<file path="src/rtl/bhcm_pkg.sv">
// ----------------------------------------------------------------------------
// bhcm_pkg
// Types and codes shared by the bump heap chunk manager modules.
// ----------------------------------------------------------------------------
package bhcm_pkg;

  localparam int SIZE_W = 13;
  localparam int ID_W   = 16;
  localparam int ADDR_W = 12;
  localparam int ACT_W  = 3;
  localparam int IDX_W  = 2;
  localparam int HDR_W  = SIZE_W + ID_W;

  // action codes
  localparam logic [ACT_W-1:0] ACT_ALLOC   = 3'd0;
  localparam logic [ACT_W-1:0] ACT_FREE    = 3'd1;
  localparam logic [ACT_W-1:0] ACT_SHIFT   = 3'd2;
  localparam logic [ACT_W-1:0] ACT_COMPACT = 3'd3;
  localparam logic [ACT_W-1:0] ACT_QUERY   = 3'd4;

  // configuration register indexes
  localparam logic [IDX_W-1:0] REG_HEAP_BYTES = 2'd0;
  localparam logic [IDX_W-1:0] REG_ALIGN_EVEN = 2'd1;
  localparam logic [IDX_W-1:0] REG_FREE_ID    = 2'd2;
  localparam logic [IDX_W-1:0] REG_INVALID_ID = 2'd3;

  typedef struct packed {
    logic [SIZE_W-1:0] heap_bytes;
    logic              align_even;
    logic [ID_W-1:0]   free_id;
    logic [ID_W-1:0]   invalid_id;
  } cfg_t;

  // chunk header: id in the upper bits, total chunk size in the lower bits
  typedef struct packed {
    logic [ID_W-1:0]   id;
    logic [SIZE_W-1:0] size;
  } hdr_t;

  typedef struct packed {
    logic [ACT_W-1:0]  action;
    logic [SIZE_W-1:0] size;
    logic [ID_W-1:0]   chunk_id;
    logic [ID_W-1:0]   id_range;
    logic [ADDR_W-1:0] address;
  } item_t;

  typedef struct packed {
    logic              status;
    logic [ADDR_W-1:0] payload_offset;
    logic [SIZE_W-1:0] free_bytes;
    logic [SIZE_W-1:0] reclaimed_bytes;
  } result_t;

  // outcome of evaluating one header during a walk
  typedef struct packed {
    logic              walk_ok;
    logic              wr_en;
    logic [SIZE_W-1:0] wr_loc;
    hdr_t              wr_hdr;
    logic [SIZE_W-1:0] next_loc;
    logic [SIZE_W-1:0] shift_acc;
  } step_t;

endpackage

</file>
<file path="src/rtl/bhcm_hdr_unit.sv">
// ----------------------------------------------------------------------------
// bhcm_hdr_unit
// Shared header evaluation unit, used once per chunk of a shift or compact
// walk: checks the chain, rewrites ids or computes the compaction move.
// ----------------------------------------------------------------------------
module bhcm_hdr_unit (
  input  logic                        is_compact,
  input  bhcm_pkg::hdr_t              hdr,
  input  logic [bhcm_pkg::SIZE_W-1:0] loc,
  input  logic [bhcm_pkg::SIZE_W-1:0] top,
  input  logic [bhcm_pkg::SIZE_W-1:0] shift,
  input  logic [bhcm_pkg::ID_W-1:0]   start_id,
  input  logic [bhcm_pkg::ID_W-1:0]   id_range,
  input  logic [bhcm_pkg::ID_W-1:0]   free_id,
  input  logic [bhcm_pkg::ID_W-1:0]   invalid_id,
  output bhcm_pkg::step_t             step
);

  logic [bhcm_pkg::SIZE_W:0] chunk_end;
  logic [bhcm_pkg::ID_W:0]   limit;
  logic [bhcm_pkg::ID_W:0]   id_ext;
  logic [bhcm_pkg::ID_W-1:0] new_id;
  logic                      walk_ok;

  assign chunk_end = {1'b0, loc} + {1'b0, hdr.size};
  assign walk_ok   = (hdr.size != '0) && (chunk_end <= {1'b0, top});
  assign limit     = {1'b0, start_id} + {1'b0, id_range};
  assign id_ext    = {1'b0, hdr.id};

  // removed ids become invalid, ids above the removed range close the gap
  always_comb begin
    if (hdr.id >= start_id && id_ext < limit) begin
      new_id = invalid_id;
    end else if (id_ext >= limit) begin
      new_id = hdr.id - id_range;
    end else begin
      new_id = hdr.id;
    end
  end

  always_comb begin
    step          = '0;
    step.walk_ok  = walk_ok;
    step.next_loc = chunk_end[bhcm_pkg::SIZE_W-1:0];
    step.shift_acc = shift;
    if (is_compact) begin
      if (hdr.id == free_id) begin
        step.shift_acc = shift + hdr.size;
      end else begin
        step.wr_en  = walk_ok && (shift != '0);
        step.wr_loc = loc - shift;
        step.wr_hdr = hdr;
      end
    end else begin
      step.wr_en       = walk_ok;
      step.wr_loc      = loc;
      step.wr_hdr.id   = new_id;
      step.wr_hdr.size = hdr.size;
    end
  end

endmodule

</file>
<file path="src/rtl/bhcm_seq.sv">
// ----------------------------------------------------------------------------
// bhcm_seq
// Sequencer of the chunk manager: holds the top of heap, runs alloc and free,
// and steps the header walk of shift and compact through the shared unit.
// ----------------------------------------------------------------------------
module bhcm_seq #(
  parameter int HEAP_BYTES   = 4096,
  parameter int HEADER_BYTES = 4
) (
  input  logic                          clk,
  input  logic                          rst_n,
  input  bhcm_pkg::cfg_t                cfg,
  input  logic                          in_valid,
  output logic                          in_ready,
  input  bhcm_pkg::item_t               in_item,
  output logic                          res_valid,
  input  logic                          res_ready,
  output bhcm_pkg::result_t             res,
  output logic                          ram_we,
  output logic [$clog2(HEAP_BYTES)-1:0] ram_waddr,
  output logic [bhcm_pkg::HDR_W-1:0]    ram_wdata,
  output logic                          ram_re,
  output logic [$clog2(HEAP_BYTES)-1:0] ram_raddr,
  input  logic [bhcm_pkg::HDR_W-1:0]    ram_rdata
);

  localparam int AW = $clog2(HEAP_BYTES);
  localparam int SW = bhcm_pkg::SIZE_W;
  localparam int IW = bhcm_pkg::ID_W;
  localparam int PW = bhcm_pkg::ADDR_W;

  localparam logic [16:0]   HEAP_EXT = 17'(HEAP_BYTES);
  localparam logic [SW:0]   HB_EXT   = (SW + 1)'(HEADER_BYTES);
  localparam logic [PW-1:0] HB_ADDR  = PW'(HEADER_BYTES);

  localparam logic [2:0] S_IDLE    = 3'd0;
  localparam logic [2:0] S_ALLOC   = 3'd1;
  localparam logic [2:0] S_FREE    = 3'd2;
  localparam logic [2:0] S_WALK_RD = 3'd3;
  localparam logic [2:0] S_WALK_EV = 3'd4;
  localparam logic [2:0] S_DONE    = 3'd5;

  logic [2:0]    state_r, state_nxt;
  logic [SW-1:0] top_r, top_nxt;
  logic [SW-1:0] loc_r, loc_nxt;
  logic [SW-1:0] shift_r, shift_nxt;
  logic          compact_r, compact_nxt;
  logic [SW-1:0] size_r, size_nxt;
  logic [IW-1:0] cid_r, cid_nxt;
  logic [IW-1:0] range_r, range_nxt;
  logic [PW-1:0] hloc_r, hloc_nxt;
  logic          status_r, status_nxt;
  logic [PW-1:0] payload_r, payload_nxt;
  logic [SW-1:0] reclaimed_r, reclaimed_nxt;

  logic [16:0]   end_ext;
  logic [SW-1:0] end_off;
  logic [SW-1:0] space_left;
  logic [PW-1:0] in_hloc;
  logic          in_free_ok;
  logic [SW:0]   total;
  logic [SW:0]   free_end;
  logic [SW-1:0] wloc;
  logic [SW-1:0] rloc;
  logic [16:0]   waddr_ext;
  logic [16:0]   raddr_ext;

  bhcm_pkg::hdr_t  rd_hdr;
  bhcm_pkg::hdr_t  wr_hdr;
  bhcm_pkg::step_t step;

  assign rd_hdr = bhcm_pkg::hdr_t'(ram_rdata);

  // end of allocatable space is the register clipped to the store size
  assign end_ext    = ({4'b0, cfg.heap_bytes} > HEAP_EXT) ? HEAP_EXT : {4'b0, cfg.heap_bytes};
  assign end_off    = end_ext[SW-1:0];
  assign space_left = (top_r >= end_off) ? '0 : end_off - top_r;

  assign in_hloc    = in_item.address - HB_ADDR;
  assign in_free_ok = (in_item.address >= HB_ADDR) && ({5'b0, in_hloc} < HEAP_EXT);

  assign total    = {1'b0, size_r} + (SW + 1)'(cfg.align_even & size_r[0]) + HB_EXT;
  assign free_end = {2'b0, hloc_r} + {1'b0, rd_hdr.size};

  bhcm_hdr_unit u_hdr (
    .is_compact (compact_r),
    .hdr        (rd_hdr),
    .loc        (loc_r),
    .top        (top_r),
    .shift      (shift_r),
    .start_id   (cid_r),
    .id_range   (range_r),
    .free_id    (cfg.free_id),
    .invalid_id (cfg.invalid_id),
    .step       (step)
  );

  always_comb begin
    state_nxt     = state_r;
    top_nxt       = top_r;
    loc_nxt       = loc_r;
    shift_nxt     = shift_r;
    compact_nxt   = compact_r;
    size_nxt      = size_r;
    cid_nxt       = cid_r;
    range_nxt     = range_r;
    hloc_nxt      = hloc_r;
    status_nxt    = status_r;
    payload_nxt   = payload_r;
    reclaimed_nxt = reclaimed_r;
    in_ready      = 1'b0;
    res_valid     = 1'b0;
    ram_we        = 1'b0;
    ram_re        = 1'b0;
    wloc          = top_r;
    rloc          = loc_r;
    wr_hdr        = step.wr_hdr;

    unique case (state_r)
      S_IDLE: begin
        in_ready = 1'b1;
        if (in_valid) begin
          size_nxt      = in_item.size;
          cid_nxt       = in_item.chunk_id;
          range_nxt     = in_item.id_range;
          hloc_nxt      = in_hloc;
          status_nxt    = 1'b0;
          payload_nxt   = '0;
          reclaimed_nxt = '0;
          loc_nxt       = '0;
          shift_nxt     = '0;
          compact_nxt   = (in_item.action == bhcm_pkg::ACT_COMPACT);
          case (in_item.action)
            bhcm_pkg::ACT_ALLOC: begin
              state_nxt = S_ALLOC;
            end
            bhcm_pkg::ACT_FREE: begin
              if (in_free_ok) begin
                ram_re    = 1'b1;
                rloc      = {1'b0, in_hloc};
                state_nxt = S_FREE;
              end else begin
                state_nxt = S_DONE;
              end
            end
            bhcm_pkg::ACT_SHIFT, bhcm_pkg::ACT_COMPACT: begin
              state_nxt = S_WALK_RD;
            end
            default: begin
              state_nxt = S_DONE;
            end
          endcase
        end
      end

      S_ALLOC: begin
        if ({1'b0, space_left} < total) begin
          status_nxt = 1'b1;
        end else begin
          ram_we      = 1'b1;
          wloc        = top_r;
          wr_hdr.id   = cid_r;
          wr_hdr.size = total[SW-1:0];
          payload_nxt = PW'(top_r + HB_EXT[SW-1:0]);
          top_nxt     = top_r + total[SW-1:0];
        end
        state_nxt = S_DONE;
      end

      S_FREE: begin
        // the top chunk just gives its space back, others get marked free
        if (free_end == {1'b0, top_r}) begin
          top_nxt = {1'b0, hloc_r};
        end else begin
          ram_we      = 1'b1;
          wloc        = {1'b0, hloc_r};
          wr_hdr.id   = cfg.free_id;
          wr_hdr.size = rd_hdr.size;
        end
        state_nxt = S_DONE;
      end

      S_WALK_RD: begin
        if (loc_r < top_r) begin
          ram_re    = 1'b1;
          rloc      = loc_r;
          state_nxt = S_WALK_EV;
        end else begin
          top_nxt       = top_r - shift_r;
          reclaimed_nxt = shift_r;
          state_nxt     = S_DONE;
        end
      end

      S_WALK_EV: begin
        if (step.walk_ok) begin
          ram_we    = step.wr_en;
          wloc      = step.wr_loc;
          loc_nxt   = step.next_loc;
          shift_nxt = step.shift_acc;
          state_nxt = S_WALK_RD;
        end else begin
          // broken chain ends the walk here
          top_nxt       = top_r - shift_r;
          reclaimed_nxt = shift_r;
          state_nxt     = S_DONE;
        end
      end

      S_DONE: begin
        res_valid = 1'b1;
        if (res_ready) begin
          state_nxt = S_IDLE;
        end
      end

      default: begin
        state_nxt = S_IDLE;
      end
    endcase
  end

  assign waddr_ext = {4'b0, wloc};
  assign raddr_ext = {4'b0, rloc};
  assign ram_waddr = waddr_ext[AW-1:0];
  assign ram_raddr = raddr_ext[AW-1:0];
  assign ram_wdata = wr_hdr;

  assign res.status          = status_r;
  assign res.payload_offset  = payload_r;
  assign res.free_bytes      = space_left;
  assign res.reclaimed_bytes = reclaimed_r;

  always_ff @(posedge clk) begin
    if (!rst_n) begin
      state_r <= S_IDLE;
      top_r   <= '0;
    end else begin
      state_r <= state_nxt;
      top_r   <= top_nxt;
    end
  end

  always_ff @(posedge clk) begin
    loc_r       <= loc_nxt;
    shift_r     <= shift_nxt;
    compact_r   <= compact_nxt;
    size_r      <= size_nxt;
    cid_r       <= cid_nxt;
    range_r     <= range_nxt;
    hloc_r      <= hloc_nxt;
    status_r    <= status_nxt;
    payload_r   <= payload_nxt;
    reclaimed_r <= reclaimed_nxt;
  end

endmodule

</file>
<file path="config.mk">
export PLATFORM = sky130hd
export DESIGN_NAME = bhcm_seq
export DESIGN_NICKNAME = d
export VERILOG_FILES = /design/src/rtl/bhcm_pkg.sv /design/src/rtl/bhcm_hdr_unit.sv /design/src/rtl/bhcm_seq.sv
export SDC_FILE = /design/constraint.sdc
export NUM_CORES = 1
export LEC_CHECK = 0
export BUFFER_PORTS_ARGS = -buffer_cell sky130_fd_sc_hd__buf_2
export CORE_UTILIZATION = 27
export DETAILED_ROUTE_END_ITERATION = 12
export GPL_TIMING_DRIVEN = 0
export PLACE_DENSITY_LB_ADDON = 0.1
export SLEW_MARGIN = 10
export SYNTH_ARGS = -nofsm -noshare
export SYNTH_HDL_FRONTEND = slang
export SYNTH_SLANG_ARGS = --single-unit
</file>
<file path="constraint.sdc">
create_clock -name clk -period 5.4 [get_ports clk]
set_clock_uncertainty 0.15 [all_clocks]
set_input_delay 0.54 -clock clk [delete_from_list [all_inputs] [get_ports clk]]
set_output_delay 0.54 -clock clk [all_outputs]
set_load 0.05 [all_outputs]
</file>
==> results of run 1 <==
## where the power goes
group,total [mW],switching (mW),internal (mW)
Sequential,1.98,0.431,1.55
Clock,1.24,0.512,0.725
Combinational,10.4,6.31,4.05
## critical path: stages (launching register included)
cell,delay (ns)
edfxtp_1,0.45
ha_4,0.29
a21oi_2,0.12
nor2_1,0.05
a311o_1,0.34
o31a_1,0.31
a21o_1,0.22
o21ai_2,0.15
nand2b_1,0.08
xor2_1,0.16
ha_1,0.31
a21o_1,0.16
a21o_1,0.20
a2111oi_4,0.23
o311ai_2,0.13
a211o_2,0.40
buf_8,0.16
clkbuf_16,0.16
o211ai_1,0.37
buf_4,0.28
## through the flow
stage | utilization | area (um^2)
after global placement | 0.322 | 15900
after CTS | 0.369 | 18200
after floorplan | - | 13900
after global routing | 0.378 | 18600
after detailed placement | 0.323 | 16000
final | 0.378 | 18600
## how the worst max path moves through the flow
stage                         end  slack (ns)
floorplan           ram_wdata[15]       -0.47
global placement    ram_wdata[12]       -1.95
detailed placement  ram_wdata[10]       -1.93
CTS                 ram_wdata[10]       -0.36
global route        ram_wdata[28]       -0.50
finish                     ram_we       -0.33
## timing repair
item,4_1_cts,5_1_grt
setup buffers,74,26
gates cloned,3,0
hold buffers,0,0
endpoints found under the setup margin,94,49
resized for setup,252,53
pin swaps,71,52
## layout make-up
class | count | area, um^2 | share of cell area
Multi-Input combinational cell | 1242 | 10400 | 0.556
Buffer | 39 | 328 | 0.0176
Sequential cell | 126 | 3660 | 0.196
Timing Repair Buffer | 333 | 2290 | 0.123
Clock buffer | 19 | 433 | 0.0232
Antenna cell | 1 | 2.50 | 0.000134
Tap cell | 664 | 831 | 0.0446
Clock inverter | 13 | 165 | 0.00886
Inverter | 139 | 559 | 0.0300
## kinds of logic after synthesis
group                      after synthesis  synth area share
AOI/OAI and AO/OA                      445             0.227
and+or+nand+nor                        441             0.166
adders and majority gates              186             0.175
buffers and inverters                  178            0.0507
xor gates and xnor gates               129            0.0835
DFF                                    126             0.266
muxes                                   41            0.0316
## sequential cells by signal (all words and copies together), names as in the netlist
| register | count |
|---|---|
| state_r | 3 |
| hloc_r | 12 |
| top_r | 13 |
| size_r | 13 |
| loc_r | 13 |
| range_r | 16 |
| payload_r | 12 |
| cid_r | 16 |
| status_r | 1 |
| shift_r | 13 |
| reclaimed_r | 13 |
| compact_r | 1 |
## metal layers
metal	track usage	wire length [um]	part of all wire	vias up
met3	0.0341	2670	0.045	61
li1	-	-	-	6483
met4	0.0772	1320	0.022	0
met1	0.311	27400	0.46	6631
met2	0.394	28700	0.48	360
met5	0	0	0	-
## placed cells by master (no fill, tap or decap), types with 16 or more instances in the layout
cell	instances
a21oi_2	22
nand3_1	35
inv_1	125
nor2b_1	29
o21ai_0	65
xnor2_1	70
nand4_1	22
clkbuf_1	18
buf_6	43
edfxtp_1	110
a21o_1	36
a21oi_1	94
nor4_1	17
buf_4	93
nand2_1	97
o211ai_1	16
xor2_1	55
nor3_1	26
mux2_2	16
nor2_1	81
buf_2	197
mux2i_1	25
ha_1	161
and2_1	21
clkbuf_16	19
==> results.cfg, run 1 <==
[run_status]
status = finished, violations left
violations = setup timing

[global_route]
grt_pass1_wl_mm = 87.4
overflow = 0
grt_antenna_before_repair = 1
grt_use_total = 0.236
grt_pass1_vias = 13400
grt_max_degree = 33

[routing]
drt_iter0_markers = 794
num_vias = 13500
drt_pass1_iterations = 6
wl_per_cell_um = 23.3
viasPerCell = 5.25
drc_errors = 0
ant_nets = 0
routed_wl_mm = 60.1

[synth]
synth_edf_count = 110
synthArstFlopShare = 0
synthFlopType = edfxtp_1
synth_top_area_frac = 0.242
ys_warn_count = 0
ys_top_cells_by_count = 178 x ha_1, 137 x inv_1, 116 x a21oi_1
synth_fp_nets = 1871
ys_types = 90
yosysMostFrequentCell = ha_1
synth_area_leaders = edfxtp_1 24%, ha_1 16%, xnor2_1 4.6%
synth-seq-area-share = 0.266
syn_avg_cell_area_um2 = 8.81
mappedNetlistArea_um2 = 13600
yosysTopAreaCell = edfxtp_1
ys_ff_latch = 126
synthCells = 1546

[place]
post-place-ws_ns = -1.93
portBuffers = 234
dp_hpwl_mm = 47.3
place_inst = 2447
place.gp.congestion = 0.905

[worst_hold_path]
hold_end = range_r[9]$_DFFE_PP_
hold_class = input port to register
holdPathStages = 1
hold_start = in_item[21]

[sta]
relSlewSlack = 0.237
rsz0062_at_grt = true
clock.fmax_mhz = 174
period_needed_ns = 5.73
setup_viol_count_final = 42
final_hold_viol_count = 0
finalCritPeriodShare = 1.06
slew_violations = 0
layout_setup_ws_ns = -0.333
hold_ws_ns = 0.0758
worstMarginPinSlew_ns = 1.12
tns_ns = -10.69

[power_and_ir_drop]
vdd_drop_max_mv = 0.409
p_per_area_nw_per_um2 = 729
p_leak_nw = 8.03
p_total_mw = 13.6

[critical_path]
worstPathArrival_ns = 5.04
cp-end-kind = output port
rr_startpoint = loc_r[3]$_SDFFCE_PN0P_
crit_required_ns = 4.71
crit_type = register to output port
worst_r2r_path_depth = 21
startpoint = loc_r[3]$_SDFFCE_PN0P_
rrSetupSlack_ns = 0.24
r2r_end = shift_r[3]$_SDFFCE_PN0P_
cp_max_fo = 8
critPathLaunchType = register

[floorplan]
start_util = 0.276
fp-row-count = 81
die_area_um2 = 51400
boundaryPins = 235
die-height_um = 227
die_x_um = 227
fp.coreArea_um2 = 49400

[cells_and_area]
syn_to_final_growth_pct = 36.8
layout.cells.non_filler = 2576
finalNetCount = 2223
num-fill-cells = 5033
drive_above_1_share = 0.307

[clock_network]
cts_tree = done
clockBufferDepth = 2
clock_latency_ns = 0.49
clock-sinks = 126
htreeDepth = 4
cts-root-buf = clkbuf_16
clk_pin_slew_worst_paths_ns = 0.07
cts_buffers = 17

[flow_run]
cap_violations = 0
(Power assumes the default switching activity.)
==> run 2, diff against run 1 <==
--- a/config.mk
+++ b/config.mk
@@ -8,8 +8,7 @@
 export BUFFER_PORTS_ARGS = -buffer_cell sky130_fd_sc_hd__buf_2
 export CORE_UTILIZATION = 27
 export DETAILED_ROUTE_END_ITERATION = 12
-export GPL_TIMING_DRIVEN = 0
-export PLACE_DENSITY_LB_ADDON = 0.1
+export SETUP_SLACK_MARGIN = 0.02
 export SLEW_MARGIN = 10
 export SYNTH_ARGS = -nofsm -noshare
 export SYNTH_HDL_FRONTEND = slang
==> run 2 against run 1 <==
Compared with the run above:
- maximum frequency rose by 1.3%
- largest cell class unchanged
- wire length is 3.8% lower
- via count grew 5.4%
- the run still ends with setup timing left
- cell area up 3.0%
- highest routed layer unchanged
- critical path type unchanged
- clock-buffer cell count grew 2
- sequential share of layout area fell by 0.73 points
- first-iteration DRC count up 38%
- setup slack improved by 0.075 ns
- final cell count increased by 3.3%
- global-route usage fell by 1.5 points
- utilization rose by 1.1 points
==> results.cfg, run 2 (synthesized netlist as in run 1, its figures left out) <==
[critical_path]
critPathLaunchType = register
crit_type = register to output port
r2r_end = top_r[0]$_SDFFE_PN0P_
cp_slowest_stage_delay_ns = 0.44
crit_required_ns = 4.71
cp_cell_sequence = ha_4, fa_2, a21o_1, a21oi_2, o21bai_1, a21oi_2, o21bai_2, a21oi_2, nor2b_4, xnor2_2, ha_2, a21o_1, a21o_1, a2111oi_4, o311ai_2, a211o_1, and2_4, buf_12, a221o_1, buf_6
worst_r2r_path_depth = 20
cp_max_fo = 10
cp-end-kind = output port
worstPathArrival_ns = 4.97
crit_buf_inv = 2
cp_top_family = compound AO/OA/AOI/OAI gates
rr_startpoint = loc_r[0]$_SDFFCE_PN0P_
slowest_stage = edfxtp_1
rrSetupSlack_ns = 0.33

[power_and_ir_drop]
vdd_drop_max_mv = 0.469
swShare = 0.518
combinationalPowerShare = 0.783
p_int_mw = 6.79
p_sw_mw = 7.28
p_clk_frac = 0.082
p_total_mw = 14.1
p_leak_nw = 8.49
p_per_area_nw_per_um2 = 733
p_seq_frac = 0.134

[cells_and_area]
layout_commonest_cell = buf_4
syn_to_final_growth_pct = 41.0
finalNetCount = 2308
reg_top3 = cid_r x16, range_r x16
num-fill-cells = 4966
drive_above_1_share = 0.340
layout.cells.non_filler = 2661
mostFrequentLayoutCells = 207 x buf_4, 192 x buf_2, 159 x ha_1

[place]
place.gp.congestion = 0.948
place_inst = 2565
portBuffers = 234
post-place-ws_ns = -0.329
dp_hpwl_mm = 46.7

[floorplan]
die-height_um = 227
fp.coreArea_um2 = 49400
die_area_um2 = 51400
start_util = 0.276
die_x_um = 227
fp-row-count = 81
boundaryPins = 235

[routing]
ant_nets = 0
routed_wl_mm = 57.8
drt_iter0_markers = 1099
viasPerCell = 5.36
drt_pass1_iterations = 5
drc_errors = 0
num_vias = 14300
wl_per_cell_um = 21.7

[worst_hold_path]
hold_start = in_item[43]
holdPathStages = 1
hold_class = input port to register
hold_end = cid_r[15]$_DFFE_PP_

[sta]
tns_ns = -5.98
final_hold_viol_count = 0
slew_violations = 0
rsz0062_at_grt = true
period_needed_ns = 5.66
layout_setup_ws_ns = -0.258
relSlewSlack = 0.373
worstMarginPinSlew_ns = 0.934
setup_viol_count_final = 42
finalCritPeriodShare = 1.05
hold_ws_ns = 0.0852
clock.fmax_mhz = 177

[clock_network]
htreeDepth = 4
cts_tree = done
ctsHoldBuffers = 0
cts-root-buf = clkbuf_16
clock-sinks = 126
cts_buffers = 17
clk_pin_slew_worst_paths_ns = 0.07
clockBufferDepth = 2
clock_latency_ns = 0.49

[global_route]
grt_pass1_wl_mm = 83.0
overflow = 0
grt_use_total = 0.221
grt_antenna_before_repair = 1
grt_pass1_vias = 14000
grt_max_degree = 59

[run_status]
violations = setup timing
status = finished, violations left

[flow_run]
cap_violations = 0
[run 2: cell count changes in the layout (fill, tap and decap cells not counted), moves of 6 or more]
| cell | change |
|---|---|
| buf_4 | +114 |
| clkbuf_1 | -16 |
| buf_6 | -9 |
| clkinvlp_4 | -8 |
| dfxtp_4 | -8 |
| dfxtp_1 | +7 |
| nor2_2 | -6 |
[run 2: worst reg2reg max path, delay by kind of cell, from the launching register on]
kind	cells	cell delay, ns
DFF	1	0.44
adders and majority gates	3	0.73
AOI/OAI and AO/OA	13	2.99
xor gates and xnor gates	1	0.08
and+or+nand+nor	1	0.18
buffers and inverters	2	0.34
[run 2: area by class of cell]
class	count	area [um^2]	area share
multi-input combinational	1243	10300	0.538
tap	664	831	0.0433
timing repair buffer	456	3300	0.172
sequential	126	3630	0.189
clock inverter	11	110	0.00573
inverter	139	526	0.0274
antenna	1	2.50	0.000130
clock buffer	21	460	0.0240
[run 2: repair_timing]
action,4_1_cts,5_1_grt
setup endpoints to repair,42,43
pin swaps,70,85
gates resized for setup,165,88
gates cloned,1,1
hold endpoints to repair,0,0
buffers inserted,39,23
[run 2: worst max-delay path by stage]
stage               cells after the start             to                   start
floorplan                              21  ram_wdata[15]                 cfg[45]
global placement                       25   ram_wdata[5]                 cfg[45]
detailed placement                     25  ram_wdata[13]                 cfg[45]
CTS                                    23  ram_wdata[26]      cid_r[1]$_DFFE_PP_
global route                           20   ram_waddr[0]  loc_r[0]$_SDFFCE_PN0P_
finish                                 20   ram_waddr[0]  loc_r[0]$_SDFFCE_PN0P_
[run 2: metrics by stage]
| stage | area [um^2] | utilization |
|---|---|---|
| global route | 19200 | 0.389 |
| CTS | 18500 | 0.376 |
| detailed placement | 17100 | 0.345 |
| global placement | 17100 | 0.345 |
| floorplan | 13900 | - |
| finish | 19200 | 0.389 |
[run 2: power groups by stage]
| stage | logic (mW) | clock network (mW) | registers (mW) |
|---|---|---|---|
| 6_report | 11.0 | 1.16 | 1.89 |
| 5_1_grt | 11.8 | 1.21 | 1.91 |
| 4_1_cts | 10.3 | 1.18 | 1.87 |
| 3_5_place_dp | 9.48 | 0 | 1.88 |
| 3_3_place_gp | 9.37 | 0 | 1.88 |
| 2_1_floorplan | 6.11 | 0 | 2.03 |
[run 2: routing by layer]
| layer | track usage | wire length [um] | vias to the layer above |
|---|---|---|---|
| met4 | 0.124 | 3060 | 0 |
| met1 | 0.265 | 23600 | 6877 |
| met3 | 0.0442 | 3910 | 140 |
| met5 | 0 | 0 | - |
| li1 | - | - | 6641 |
| met2 | 0.368 | 27300 | 613 |
